## src/rtl/tcphb_pkg.sv

```systemverilog
// Shared types, constants and checksum helpers for the TCP/IPv4 header builder.
// Depends on nothing; every other file of the block uses it by scoped names.
package tcphb_pkg;

	// Datagram size limit and what follows from it
	localparam int DATAGRAM_BYTES   = 4096;
	localparam int HEADER_BYTES     = 60;
	localparam int TCP_HEADER_BYTES = 40;
	localparam int MAX_PAYLOAD      = DATAGRAM_BYTES - HEADER_BYTES;
	localparam int LEN_W            = $clog2(MAX_PAYLOAD + 1);
	localparam logic [LEN_W-1:0] MAX_LEN = LEN_W'(MAX_PAYLOAD);

	// Header field constants
	localparam logic [7:0]  IP_VER_IHL  = 8'h45;
	localparam logic [7:0]  IP_TTL      = 8'd64;
	localparam logic [7:0]  IP_PROTO    = 8'd6;
	localparam logic [3:0]  TCP_OFFSET  = 4'd10;
	localparam logic [7:0]  FLAG_ACK    = 8'h10;
	localparam logic [7:0]  FLAG_PSH    = 8'h08;
	localparam logic [15:0] TCP_WINDOW  = 16'd5840;

	// Header word sequence
	localparam int HEADER_WORDS = 15;
	localparam int WIDX_W       = $clog2(HEADER_WORDS);
	localparam logic [WIDX_W-1:0] W_IP_LEN    = WIDX_W'(0);
	localparam logic [WIDX_W-1:0] W_IP_IDENT  = WIDX_W'(1);
	localparam logic [WIDX_W-1:0] W_IP_CHECK  = WIDX_W'(2);
	localparam logic [WIDX_W-1:0] W_IP_SRC    = WIDX_W'(3);
	localparam logic [WIDX_W-1:0] W_IP_DST    = WIDX_W'(4);
	localparam logic [WIDX_W-1:0] W_TCP_PORTS = WIDX_W'(5);
	localparam logic [WIDX_W-1:0] W_TCP_SEQ   = WIDX_W'(6);
	localparam logic [WIDX_W-1:0] W_TCP_ACK   = WIDX_W'(7);
	localparam logic [WIDX_W-1:0] W_TCP_FLAGS = WIDX_W'(8);
	localparam logic [WIDX_W-1:0] W_TCP_CHECK = WIDX_W'(9);
	localparam logic [WIDX_W-1:0] W_LAST      = WIDX_W'(HEADER_WORDS - 1);

	// Segment queue between front and back
	localparam int QUEUE_DEPTH = 4;
	localparam int QPTR_W      = $clog2(QUEUE_DEPTH);

	// Register map
	localparam int CFG_ADDR_W = 5;
	localparam logic [CFG_ADDR_W-3:0] REG_SRC_ADDR = 3'd0;
	localparam logic [CFG_ADDR_W-3:0] REG_DST_ADDR = 3'd1;
	localparam logic [CFG_ADDR_W-3:0] REG_SRC_PORT = 3'd2;
	localparam logic [CFG_ADDR_W-3:0] REG_DST_PORT = 3'd3;
	localparam logic [CFG_ADDR_W-3:0] REG_IDENT    = 3'd4;

	typedef struct packed {
		logic [7:0]  payload_byte;
		logic        has_byte;
		logic        last;
		logic [31:0] seq_no;
		logic [31:0] ack_no;
		logic        push_req;
	} seg_word_t;

	typedef struct packed {
		logic [31:0] header_word;
		logic        too_long;
		logic        end_of_header;
	} hdr_word_t;

	typedef struct packed {
		logic [31:0] src_addr;
		logic [31:0] dst_addr;
		logic [15:0] src_port;
		logic [15:0] peer_port;
		logic [15:0] ident;
	} cfg_t;

	// One finished segment as handed from front to back
	typedef struct packed {
		logic             too_long;
		logic [LEN_W-1:0] len;
		logic [15:0]      sum;
		logic [31:0]      seq;
		logic [31:0]      ack;
		logic             push;
	} desc_t;

	// Ones-complement add with end-around carry; never carries twice
	function automatic logic [15:0] add16(input logic [15:0] a, input logic [15:0] b);
		logic [16:0] t;
		t = {1'b0, a} + {1'b0, b};
		return t[15:0] + {15'd0, t[16]};
	endfunction

	function automatic logic [15:0] sum4(input logic [15:0] a, input logic [15:0] b,
			input logic [15:0] c, input logic [15:0] d);
		return add16(add16(a, b), add16(c, d));
	endfunction

endpackage

```

## src/rtl/tcphb_front.sv

```systemverilog
// Front end: takes payload bytes, pairs them and keeps the running checksum.
// Pushes one segment descriptor into the queue on each last word. Uses tcphb_pkg.
module tcphb_front (
	input  logic                 clk,
	input  logic                 arst_n,
	input  logic                 seg_valid,
	output logic                 seg_ready,
	input  tcphb_pkg::seg_word_t seg_data,
	input  logic                 q_full,
	output logic                 q_push,
	output tcphb_pkg::desc_t     q_data
);

	logic [15:0]                 sum_q, sum_n;
	logic [tcphb_pkg::LEN_W-1:0] cnt_q, cnt_n;
	logic [7:0]                  held_q, held_n;
	logic                        odd_q, odd_n;
	logic                        ovf_q, ovf_n;
	logic                        accept;

	assign seg_ready = !q_full;
	assign accept    = seg_valid && seg_ready;
	assign q_push    = accept && seg_data.last;

	// Next segment state for this word
	always_comb begin
		sum_n  = sum_q;
		cnt_n  = cnt_q;
		held_n = held_q;
		odd_n  = odd_q;
		ovf_n  = ovf_q;
		if (seg_data.has_byte && !ovf_q) begin
			if (cnt_q >= tcphb_pkg::MAX_LEN) begin
				ovf_n = 1'b1;
			end else begin
				if (!odd_q) begin
					held_n = seg_data.payload_byte;
					odd_n  = 1'b1;
				end else begin
					sum_n  = tcphb_pkg::add16(sum_q, {held_q, seg_data.payload_byte});
					held_n = 8'd0;
					odd_n  = 1'b0;
				end
				cnt_n = cnt_q + 1'b1;
			end
		end
	end

	// Descriptor: odd trailing byte padded with a zero low byte
	always_comb begin
		q_data.too_long = ovf_n;
		q_data.len      = cnt_n;
		q_data.sum      = odd_n ? tcphb_pkg::add16(sum_n, {held_n, 8'd0}) : sum_n;
		q_data.seq      = seg_data.seq_no;
		q_data.ack      = seg_data.ack_no;
		q_data.push     = seg_data.push_req;
	end

	// Segment state; cleared at segment end
	always_ff @(posedge clk or negedge arst_n) begin
		if (!arst_n) begin
			sum_q  <= '0;
			cnt_q  <= '0;
			held_q <= '0;
			odd_q  <= 1'b0;
			ovf_q  <= 1'b0;
		end else if (accept) begin
			if (seg_data.last) begin
				sum_q  <= '0;
				cnt_q  <= '0;
				held_q <= '0;
				odd_q  <= 1'b0;
				ovf_q  <= 1'b0;
			end else begin
				sum_q  <= sum_n;
				cnt_q  <= cnt_n;
				held_q <= held_n;
				odd_q  <= odd_n;
				ovf_q  <= ovf_n;
			end
		end
	end

endmodule

```

## src/rtl/tcphb_queue.sv

```systemverilog
// Short descriptor queue that decouples the front end from header emission.
// Flip-flop storage, one push and one pop port. Uses tcphb_pkg.
module tcphb_queue (
	input  logic             clk,
	input  logic             arst_n,
	input  logic             push,
	input  tcphb_pkg::desc_t din,
	output logic             full,
	output logic             not_empty,
	input  logic             pop,
	output tcphb_pkg::desc_t dout
);

	tcphb_pkg::desc_t             mem_q [tcphb_pkg::QUEUE_DEPTH];
	logic [tcphb_pkg::QPTR_W-1:0] wr_ptr_q, rd_ptr_q;
	logic [tcphb_pkg::QPTR_W:0]   count_q;
	logic                         do_push, do_pop;

	assign full      = (count_q == (tcphb_pkg::QPTR_W+1)'(tcphb_pkg::QUEUE_DEPTH));
	assign not_empty = (count_q != '0);
	assign do_push   = push && !full;
	assign do_pop    = pop && not_empty;
	assign dout      = mem_q[rd_ptr_q];

	// Pointers and fill count
	always_ff @(posedge clk or negedge arst_n) begin
		if (!arst_n) begin
			wr_ptr_q <= '0;
			rd_ptr_q <= '0;
			count_q  <= '0;
		end else begin
			if (do_push) wr_ptr_q <= wr_ptr_q + 1'b1;
			if (do_pop)  rd_ptr_q <= rd_ptr_q + 1'b1;
			if (do_push && !do_pop)      count_q <= count_q + 1'b1;
			else if (do_pop && !do_push) count_q <= count_q - 1'b1;
		end
	end

	// Storage
	always_ff @(posedge clk) begin
		if (do_push) mem_q[wr_ptr_q] <= din;
	end

endmodule

```

## src/rtl/tcphb_back.sv

```systemverilog
// Back end: finishes both checksums in two stages and emits fifteen header
// words (or one error word) per segment through an output register. Uses tcphb_pkg.
module tcphb_back (
	input  logic                 clk,
	input  logic                 arst_n,
	input  tcphb_pkg::cfg_t      cfg,
	input  logic                 q_valid,
	output logic                 q_pop,
	input  tcphb_pkg::desc_t     q_data,
	output logic                 hdr_valid,
	input  logic                 hdr_ready,
	output tcphb_pkg::hdr_word_t hdr_data
);

	logic                         valid_s1, valid_s2;
	tcphb_pkg::desc_t             desc_s1, desc_s2;
	logic [15:0]                  ipg_s1 [2];
	logic [15:0]                  tcpg_s1 [4];
	logic [15:0]                  ipck_s2, tcpck_s2;
	logic [tcphb_pkg::WIDX_W-1:0] widx_q;
	logic                         out_valid_q;
	tcphb_pkg::hdr_word_t         out_q, out_n;

	logic        out_free, last_word_s2, s2_free, s1_free, emit;
	logic [15:0] tot_len, tcp_len, flags_hi, flags_hi_s2;
	logic [7:0]  flags;

	// Handshake between stages
	assign out_free     = !out_valid_q || hdr_ready;
	assign last_word_s2 = desc_s2.too_long || (widx_q == tcphb_pkg::W_LAST);
	assign s2_free      = !valid_s2 || (out_free && last_word_s2);
	assign s1_free      = !valid_s1 || s2_free;
	assign q_pop        = q_valid && s1_free;
	assign emit         = valid_s2 && out_free;

	assign hdr_valid = out_valid_q;
	assign hdr_data  = out_q;

	// Checksum terms of the segment at the queue head
	assign tot_len  = 16'(tcphb_pkg::HEADER_BYTES) + 16'(q_data.len);
	assign tcp_len  = 16'(tcphb_pkg::TCP_HEADER_BYTES) + 16'(q_data.len);
	assign flags    = tcphb_pkg::FLAG_ACK | (q_data.push ? tcphb_pkg::FLAG_PSH : 8'd0);
	assign flags_hi = {tcphb_pkg::TCP_OFFSET, 4'd0, flags};

	// Stage 1: group sums of four terms each
	always_ff @(posedge clk) begin
		if (q_pop) begin
			desc_s1    <= q_data;
			ipg_s1[0]  <= tcphb_pkg::sum4({tcphb_pkg::IP_VER_IHL, 8'd0}, tot_len, cfg.ident,
				{tcphb_pkg::IP_TTL, tcphb_pkg::IP_PROTO});
			ipg_s1[1]  <= tcphb_pkg::sum4(cfg.src_addr[31:16], cfg.src_addr[15:0],
				cfg.dst_addr[31:16], cfg.dst_addr[15:0]);
			tcpg_s1[0] <= tcphb_pkg::sum4(q_data.sum, cfg.src_addr[31:16], cfg.src_addr[15:0],
				cfg.dst_addr[31:16]);
			tcpg_s1[1] <= tcphb_pkg::sum4(cfg.dst_addr[15:0], {8'd0, tcphb_pkg::IP_PROTO},
				tcp_len, cfg.src_port);
			tcpg_s1[2] <= tcphb_pkg::sum4(cfg.peer_port, q_data.seq[31:16], q_data.seq[15:0],
				q_data.ack[31:16]);
			tcpg_s1[3] <= tcphb_pkg::sum4(q_data.ack[15:0], flags_hi, tcphb_pkg::TCP_WINDOW,
				16'd0);
		end
	end

	// Stage 2: final sums, complemented into the checksum fields
	always_ff @(posedge clk) begin
		if (s2_free && valid_s1) begin
			desc_s2  <= desc_s1;
			ipck_s2  <= ~tcphb_pkg::add16(ipg_s1[0], ipg_s1[1]);
			tcpck_s2 <= ~tcphb_pkg::sum4(tcpg_s1[0], tcpg_s1[1], tcpg_s1[2], tcpg_s1[3]);
		end
	end

	// Header word selection
	assign flags_hi_s2 = {tcphb_pkg::TCP_OFFSET, 4'd0,
		tcphb_pkg::FLAG_ACK | (desc_s2.push ? tcphb_pkg::FLAG_PSH : 8'd0)};

	always_comb begin
		out_n.too_long      = desc_s2.too_long;
		out_n.end_of_header = last_word_s2;
		if (desc_s2.too_long) begin
			out_n.header_word = 32'd0;
		end else begin
			case (widx_q)
				tcphb_pkg::W_IP_LEN: begin
					out_n.header_word = {tcphb_pkg::IP_VER_IHL, 8'd0,
						16'(tcphb_pkg::HEADER_BYTES) + 16'(desc_s2.len)};
				end
				tcphb_pkg::W_IP_IDENT:  out_n.header_word = {cfg.ident, 16'd0};
				tcphb_pkg::W_IP_CHECK: begin
					out_n.header_word = {tcphb_pkg::IP_TTL, tcphb_pkg::IP_PROTO, ipck_s2};
				end
				tcphb_pkg::W_IP_SRC:    out_n.header_word = cfg.src_addr;
				tcphb_pkg::W_IP_DST:    out_n.header_word = cfg.dst_addr;
				tcphb_pkg::W_TCP_PORTS: out_n.header_word = {cfg.src_port, cfg.peer_port};
				tcphb_pkg::W_TCP_SEQ:   out_n.header_word = desc_s2.seq;
				tcphb_pkg::W_TCP_ACK:   out_n.header_word = desc_s2.ack;
				tcphb_pkg::W_TCP_FLAGS: out_n.header_word = {flags_hi_s2, tcphb_pkg::TCP_WINDOW};
				tcphb_pkg::W_TCP_CHECK: out_n.header_word = {tcpck_s2, 16'd0};
				// option bytes
				default:                out_n.header_word = 32'd0;
			endcase
		end
	end

	// Control state
	always_ff @(posedge clk or negedge arst_n) begin
		if (!arst_n) begin
			valid_s1    <= 1'b0;
			valid_s2    <= 1'b0;
			widx_q      <= '0;
			out_valid_q <= 1'b0;
		end else begin
			if (s1_free)  valid_s1    <= q_valid;
			if (s2_free)  valid_s2    <= valid_s1;
			if (out_free) out_valid_q <= valid_s2;
			if (emit) begin
				if (last_word_s2) widx_q <= '0;
				else              widx_q <= widx_q + 1'b1;
			end
		end
	end

	// Output register
	always_ff @(posedge clk) begin
		if (emit) out_q <= out_n;
	end

endmodule

```

## src/rtl/tcp_ipv4_header_builder_top.sv

```systemverilog
// Top level of the TCP/IPv4 header builder: register port, front, queue, back.
// Depends on tcphb_pkg, tcphb_front, tcphb_queue and tcphb_back.
//
//   channel   dir   handshake                   word
//   seg       in    seg_valid / seg_ready       tcphb_pkg::seg_word_t
//   hdr       out   hdr_valid / hdr_ready       tcphb_pkg::hdr_word_t
//   apb       in    psel/penable, pready = 1    5 registers at 4*i
//
// Payload bytes are taken one per cycle; seg_ready drops only while the
// four-entry segment queue is full.
// Each segment yields 15 header words (one for an oversize segment), one word per cycle
// while hdr_ready is high; they pass stage 1, stage 2 and the output register.
// hdr_ready low holds the output word and back-pressures the queue.
// Reset clears all control state at once; there is no clearing pass.
module tcp_ipv4_header_builder_top (
	input  logic                                 clk,
	input  logic                                 arst_n,
	input  logic                                 seg_valid,
	output logic                                 seg_ready,
	input  tcphb_pkg::seg_word_t                 seg_data,
	output logic                                 hdr_valid,
	input  logic                                 hdr_ready,
	output tcphb_pkg::hdr_word_t                 hdr_data,
	input  logic                                 psel,
	input  logic                                 penable,
	input  logic                                 pwrite,
	input  logic [tcphb_pkg::CFG_ADDR_W-1:0]     paddr,
	input  logic [31:0]                          pwdata,
	output logic [31:0]                          prdata,
	output logic                                 pready
);

	tcphb_pkg::cfg_t                   cfg_q;
	tcphb_pkg::desc_t                  push_data, pop_data;
	logic                              q_push, q_full, q_not_empty, q_pop;
	logic [tcphb_pkg::CFG_ADDR_W-3:0]  reg_idx;
	logic                              wr_en;

	assign pready  = 1'b1;
	assign reg_idx = paddr[tcphb_pkg::CFG_ADDR_W-1:2];
	assign wr_en   = psel && penable && pwrite && pready;

	// Register writes; unknown indexes are dropped
	always_ff @(posedge clk or negedge arst_n) begin
		if (!arst_n) begin
			cfg_q <= '0;
		end else if (wr_en) begin
			case (reg_idx)
				tcphb_pkg::REG_SRC_ADDR: cfg_q.src_addr  <= pwdata;
				tcphb_pkg::REG_DST_ADDR: cfg_q.dst_addr  <= pwdata;
				tcphb_pkg::REG_SRC_PORT: cfg_q.src_port  <= pwdata[15:0];
				tcphb_pkg::REG_DST_PORT: cfg_q.peer_port <= pwdata[15:0];
				tcphb_pkg::REG_IDENT:    cfg_q.ident     <= pwdata[15:0];
				default: ;
			endcase
		end
	end

	// Register reads
	always_comb begin
		case (reg_idx)
			tcphb_pkg::REG_SRC_ADDR: prdata = cfg_q.src_addr;
			tcphb_pkg::REG_DST_ADDR: prdata = cfg_q.dst_addr;
			tcphb_pkg::REG_SRC_PORT: prdata = {16'd0, cfg_q.src_port};
			tcphb_pkg::REG_DST_PORT: prdata = {16'd0, cfg_q.peer_port};
			tcphb_pkg::REG_IDENT:    prdata = {16'd0, cfg_q.ident};
			default:                 prdata = 32'd0;
		endcase
	end

	tcphb_front u_front (
		.clk       (clk),
		.arst_n    (arst_n),
		.seg_valid (seg_valid),
		.seg_ready (seg_ready),
		.seg_data  (seg_data),
		.q_full    (q_full),
		.q_push    (q_push),
		.q_data    (push_data)
	);

	tcphb_queue u_queue (
		.clk       (clk),
		.arst_n    (arst_n),
		.push      (q_push),
		.din       (push_data),
		.full      (q_full),
		.not_empty (q_not_empty),
		.pop       (q_pop),
		.dout      (pop_data)
	);

	tcphb_back u_back (
		.clk       (clk),
		.arst_n    (arst_n),
		.cfg       (cfg_q),
		.q_valid   (q_not_empty),
		.q_pop     (q_pop),
		.q_data    (pop_data),
		.hdr_valid (hdr_valid),
		.hdr_ready (hdr_ready),
		.hdr_data  (hdr_data)
	);

endmodule

```

## config.mk

```make
export PLATFORM = sky130hd
export DESIGN_NAME = tcp_ipv4_header_builder_top
export DESIGN_NICKNAME = d
export VERILOG_FILES = /design/src/rtl/tcphb_pkg.sv /design/src/rtl/tcphb_front.sv /design/src/rtl/tcphb_queue.sv /design/src/rtl/tcphb_back.sv /design/src/rtl/tcp_ipv4_header_builder_top.sv
export SDC_FILE = /design/constraint.sdc
export NUM_CORES = 2
export LEC_CHECK = 0
export ABC_AREA = 0
export BUFFER_PORTS_ARGS = -buffer_cell sky130_fd_sc_hd__buf_2
export CORE_ASPECT_RATIO = 1.5
export CORE_MARGIN = 2
export CORE_UTILIZATION = 60
export CTS_CLUSTER_SIZE = 20
export DETAILED_ROUTE_END_ITERATION = 8
export PLACE_DENSITY_LB_ADDON = 0.2
export SLEW_MARGIN = 20
export SYNTH_ARGS = -nofsm -noshare
export SYNTH_HDL_FRONTEND = slang
export SYNTH_SLANG_ARGS = --single-unit
export TNS_END_PERCENT = 100
```

## constraint.sdc

```tcl
create_clock -name clk -period 11.81 [get_ports clk]
set_input_delay 0.5905 -clock clk [delete_from_list [all_inputs] [get_ports clk]]
set_output_delay 0.5905 -clock clk [all_outputs]
set_load 0.03 [all_outputs]
```

==> out/metrics.yaml <==
clock_tree:
  clkTransAtPathRegs_ns: 0.07
  cts_buffer_count: 80
  ctsHtreeMaxLevel: 3
  postCtsResizedCells: 0
  clockBufferDepth: 3
  cts_tree: "done"
  clkSinkCount: 858
  clock_insertion_delay_worst_skew_ns: 0.70
  root_buffer: "clkbuf_16"
timing:
  tightest_slew_ns: 1.15
  report.final.hold_viol_count: 0
  share_of_the_clock_period_used_by_the_worst_path_pct: 84.3
  fmaxAchievable_ghz: 0.100
  final.setup_skew_ns: 0.0423
  timing.hold.ws_ns: 0.115
  fin_setup_tns_ns: 0
  final-max-slew-violation-count: 0
  max_slew_headroom_at_the_worst_pin_pct: 21.1
  grt_setup_unrepaired: "false"
  final_setup_viols: 0
  final_period_minus_worst_setup_slack_ns: 9.95
drt:
  routed_via_density: 6.40
  drt_iter0_drc: 3526
  drt_wl_total_mm: 152
  route.antenna.remaining_nets: 0
  first_pass_iters: 6
  drc_errors: 0
  wl_per_cell_um: 27.1
  num_vias: 35921
synthesis:
  synth_cells: 4237
  yosys-top-cells-area: "edfxtp_1 (41%), ha_1 (8.4%), dfrtp_1 (8.1%)"
  flop_and_latch_count_out_of_synthesis: 858
  synth_enable_flop_cells: 694
  syn_avg_cell_area_um2: 12.0
  synth_top_area_share_pct: 41.0
  synth_area_um2: 50800
  synth.largest_area_cell: "edfxtp_1"
  ys_seq_area_share_pct: 49.1
  netlist_top_cells_count: "edfxtp_1 (694), xnor2_1 (354), ha_1 (342)"
  ys_async_sr_fraction_pct: 19.1
  yosysWarningCount: 0
  synth_fp_nets: 4717
  post-synth-top-count-cell: "edfxtp_1"
  synth_cell_type_count: 94
  ys.flop_type: "edfxtp_1"
global_route:
  grt_pass1_wl_mm: 222
  first_global_vias: 34930
  grt_antenna_before_repair: 8
  grt_util_all_layers_pct: 34.7
  grt_start_max_net_pins: 81
  gr-total-overflow: 0
critical_path:
  crit_type: "reg -> reg"
  cp.arrival_ns: 10.39
  crit-reg2reg-capture: "u_back.tcpg_s1[1][15]$_DFFE_PP_"
  worst_setup_path_end_kind: "flop"
  worst_path_max_delay_cell: "dfrtp_4"
  worstPathRequired_ns: 12.25
  worst-path-max-fanout: 34
  path_buf_inv: 0
  critical-path-top-cell-by-count: "ha_1"
  setup.reg_to_reg.worst_slack_ns: 1.86
  r2r_cells: 35
  worstReg2RegStart: "u_queue.rd_ptr_q[0]$_DFFE_PN0P_"
  critPathMaxStageDelay_ns: 0.86
  worstSetupStartpointType: "flop"
  critical-path-top-delay-family: "simple AND/OR/NAND/NOR gates"
min_path:
  holdPathStages: 1
  class_of_the_tightest_hold_or_removal_check: "in -> reg"
  min-delay-start: "seg_data[55]"
  worstHoldEndpoint: "u_queue.mem_q[3][55]$_DFFE_PP_"
floorplanning:
  floorplan.initialDensity_pct: 60.6
  num_rows: 130
  core_area_um2: 83900
  pin_count: 188
  y_dimension_of_the_die_um: 361
  die_area_um2: 87100
  floorplan.die.width_um: 242
layout:
  design.final.nets: 4896
  layout-drive-gt1-share_pct: 14.2
  synthToLayoutAreaGrowth_pct: 9.79
  fillerInstances: 6282
status:
  run_status: "finished, final reports clean"
placement:
  gp_routability_congestion: 1.06
  detailed_place_hpwl_mm: 113
  portBuffers: 184
job:
  count_of_maximum_capacitance_violations: 0
[registers in the layout (all words and copies together), names as in the netlist, 16 cells and up]
name,cells
u_queue.mem_q,376
cfg_q,112
u_back.desc_s1,78
u_back.desc_s2,78
u_back.tcpg_s1,64
u_back.hdr_data,34
u_back.ipg_s1,32
u_back.ipck_s2,16
u_back.tcpck_s2,16
u_front.sum_q,16
[worst max-delay path by stage]
stage | from | endpoint | slack, ns | cells after the start
floorplan | u_queue.rd_ptr_q[0]$_DFFE_PN0P_ | u_back.tcpg_s1[1][15]$_DFFE_PP_ | 2.52 | 41
detailed placement | u_queue.rd_ptr_q[0]$_DFFE_PN0P_ | u_back.tcpg_s1[1][15]$_DFFE_PP_ | 2.00 | 35
global route | u_queue.rd_ptr_q[0]$_DFFE_PN0P_ | u_back.tcpg_s1[1][15]$_DFFE_PP_ | 0.96 | 35
global placement | u_queue.rd_ptr_q[0]$_DFFE_PN0P_ | u_back.tcpg_s1[1][15]$_DFFE_PP_ | 2.14 | 36
CTS | u_queue.rd_ptr_q[0]$_DFFE_PN0P_ | u_back.tcpg_s1[1][15]$_DFFE_PP_ | 1.97 | 35
finish | u_queue.rd_ptr_q[0]$_DFFE_PN0P_ | u_back.tcpg_s1[1][15]$_DFFE_PP_ | 1.86 | 35
[cell type report]
| class | instances | area, µm² | area share, % |
|---|---|---|---|
| Inverter | 146 | 553 | 0.991 |
| Multi-Input combinational cell | 3098 | 24900 | 44.6 |
| Clock buffer | 97 | 2130 | 3.82 |
| Sequential cell | 858 | 25000 | 44.7 |
| Tap cell | 1122 | 1400 | 2.52 |
| Antenna cell | 8 | 20.0 | 0.0359 |
| Clock inverter | 50 | 588 | 1.05 |
| Timing Repair Buffer | 232 | 1290 | 2.31 |
[cells by family (layout without fill, tap and decap cells)]
family / after synthesis / after routing / share of synthesized area [%]
buffers and inverters: 281 / 525 / 2.12
AND/OR/NAND/NOR: 1032 / 1032 / 10.5
AO/OA/AOI/OAI: 890 / 890 / 11.7
flip-flops: 858 / 858 / 49.1
XOR/XNOR: 578 / 578 / 10.1
multiplexers: 234 / 234 / 7.26
adder cells (fa/ha/maj): 362 / 362 / 9.19
other: 2 / 10 / 0.0148
[cells in the final DEF (no fill, tap or decap), drive strengths merged, types with 24 or more instances in the layout]
cell type / synthesis / layout
o31ai: 24 / 24
clkbuf: 109 / 97
clkinv: 0 / 28
nand2: 226 / 226
nor3b: 26 / 26
nand3: 136 / 136
nand2b: 45 / 45
nand4: 34 / 34
xor2: 219 / 219
inv: 146 / 156
edfxtp: 694 / 694
ha: 342 / 342
o21ai: 147 / 147
a21oi: 211 / 211
xnor2: 354 / 354
nor3: 92 / 92
a31oi: 47 / 47
a22oi: 84 / 84
a22o: 48 / 48
dfrtp: 164 / 164
or3: 37 / 37
nor4: 27 / 27
mux2: 126 / 126
a21o: 83 / 83
o21bai: 42 / 42
and3: 46 / 46
nor2b: 51 / 51
nor2: 184 / 184
and2: 45 / 45
buf: 26 / 231
mux4: 95 / 95
[metal layers]
layer | vias up | track usage (%) | wire length, µm
met5 | - | 0 | 26
met4 | 4 | 24.8 | 12300
met3 | 388 | 6.83 | 11600
met2 | 1502 | 58.1 | 73700
met1 | 17631 | 39.9 | 54500
li1 | 16396 | - | -
[metrics by stage]
stage               area (µm²)  std cells  setup slack, ns  util [%]
global placement         53100       5455             2.14      63.2
detailed placement       53100       5455             2.00      63.2
CTS                      55800       5603             1.97      66.5
global route             55800       5606            0.958      66.5
finish                   55800       5611             1.86      66.5
floorplan                50800       4237             2.52         -
[repair_timing]
| action | CTS | global route |
|---|---|---|
| buffers inserted | 0 | 0 |
| endpoints found under the setup margin | 0 | 0 |
| endpoints found under the hold margin | 40 | 0 |
| hold buffers | 1 | 0 |
Power is left out: the tool's default activity adds up to more than one toggle a clock period on the data nets, which glitch-free logic cannot reach.
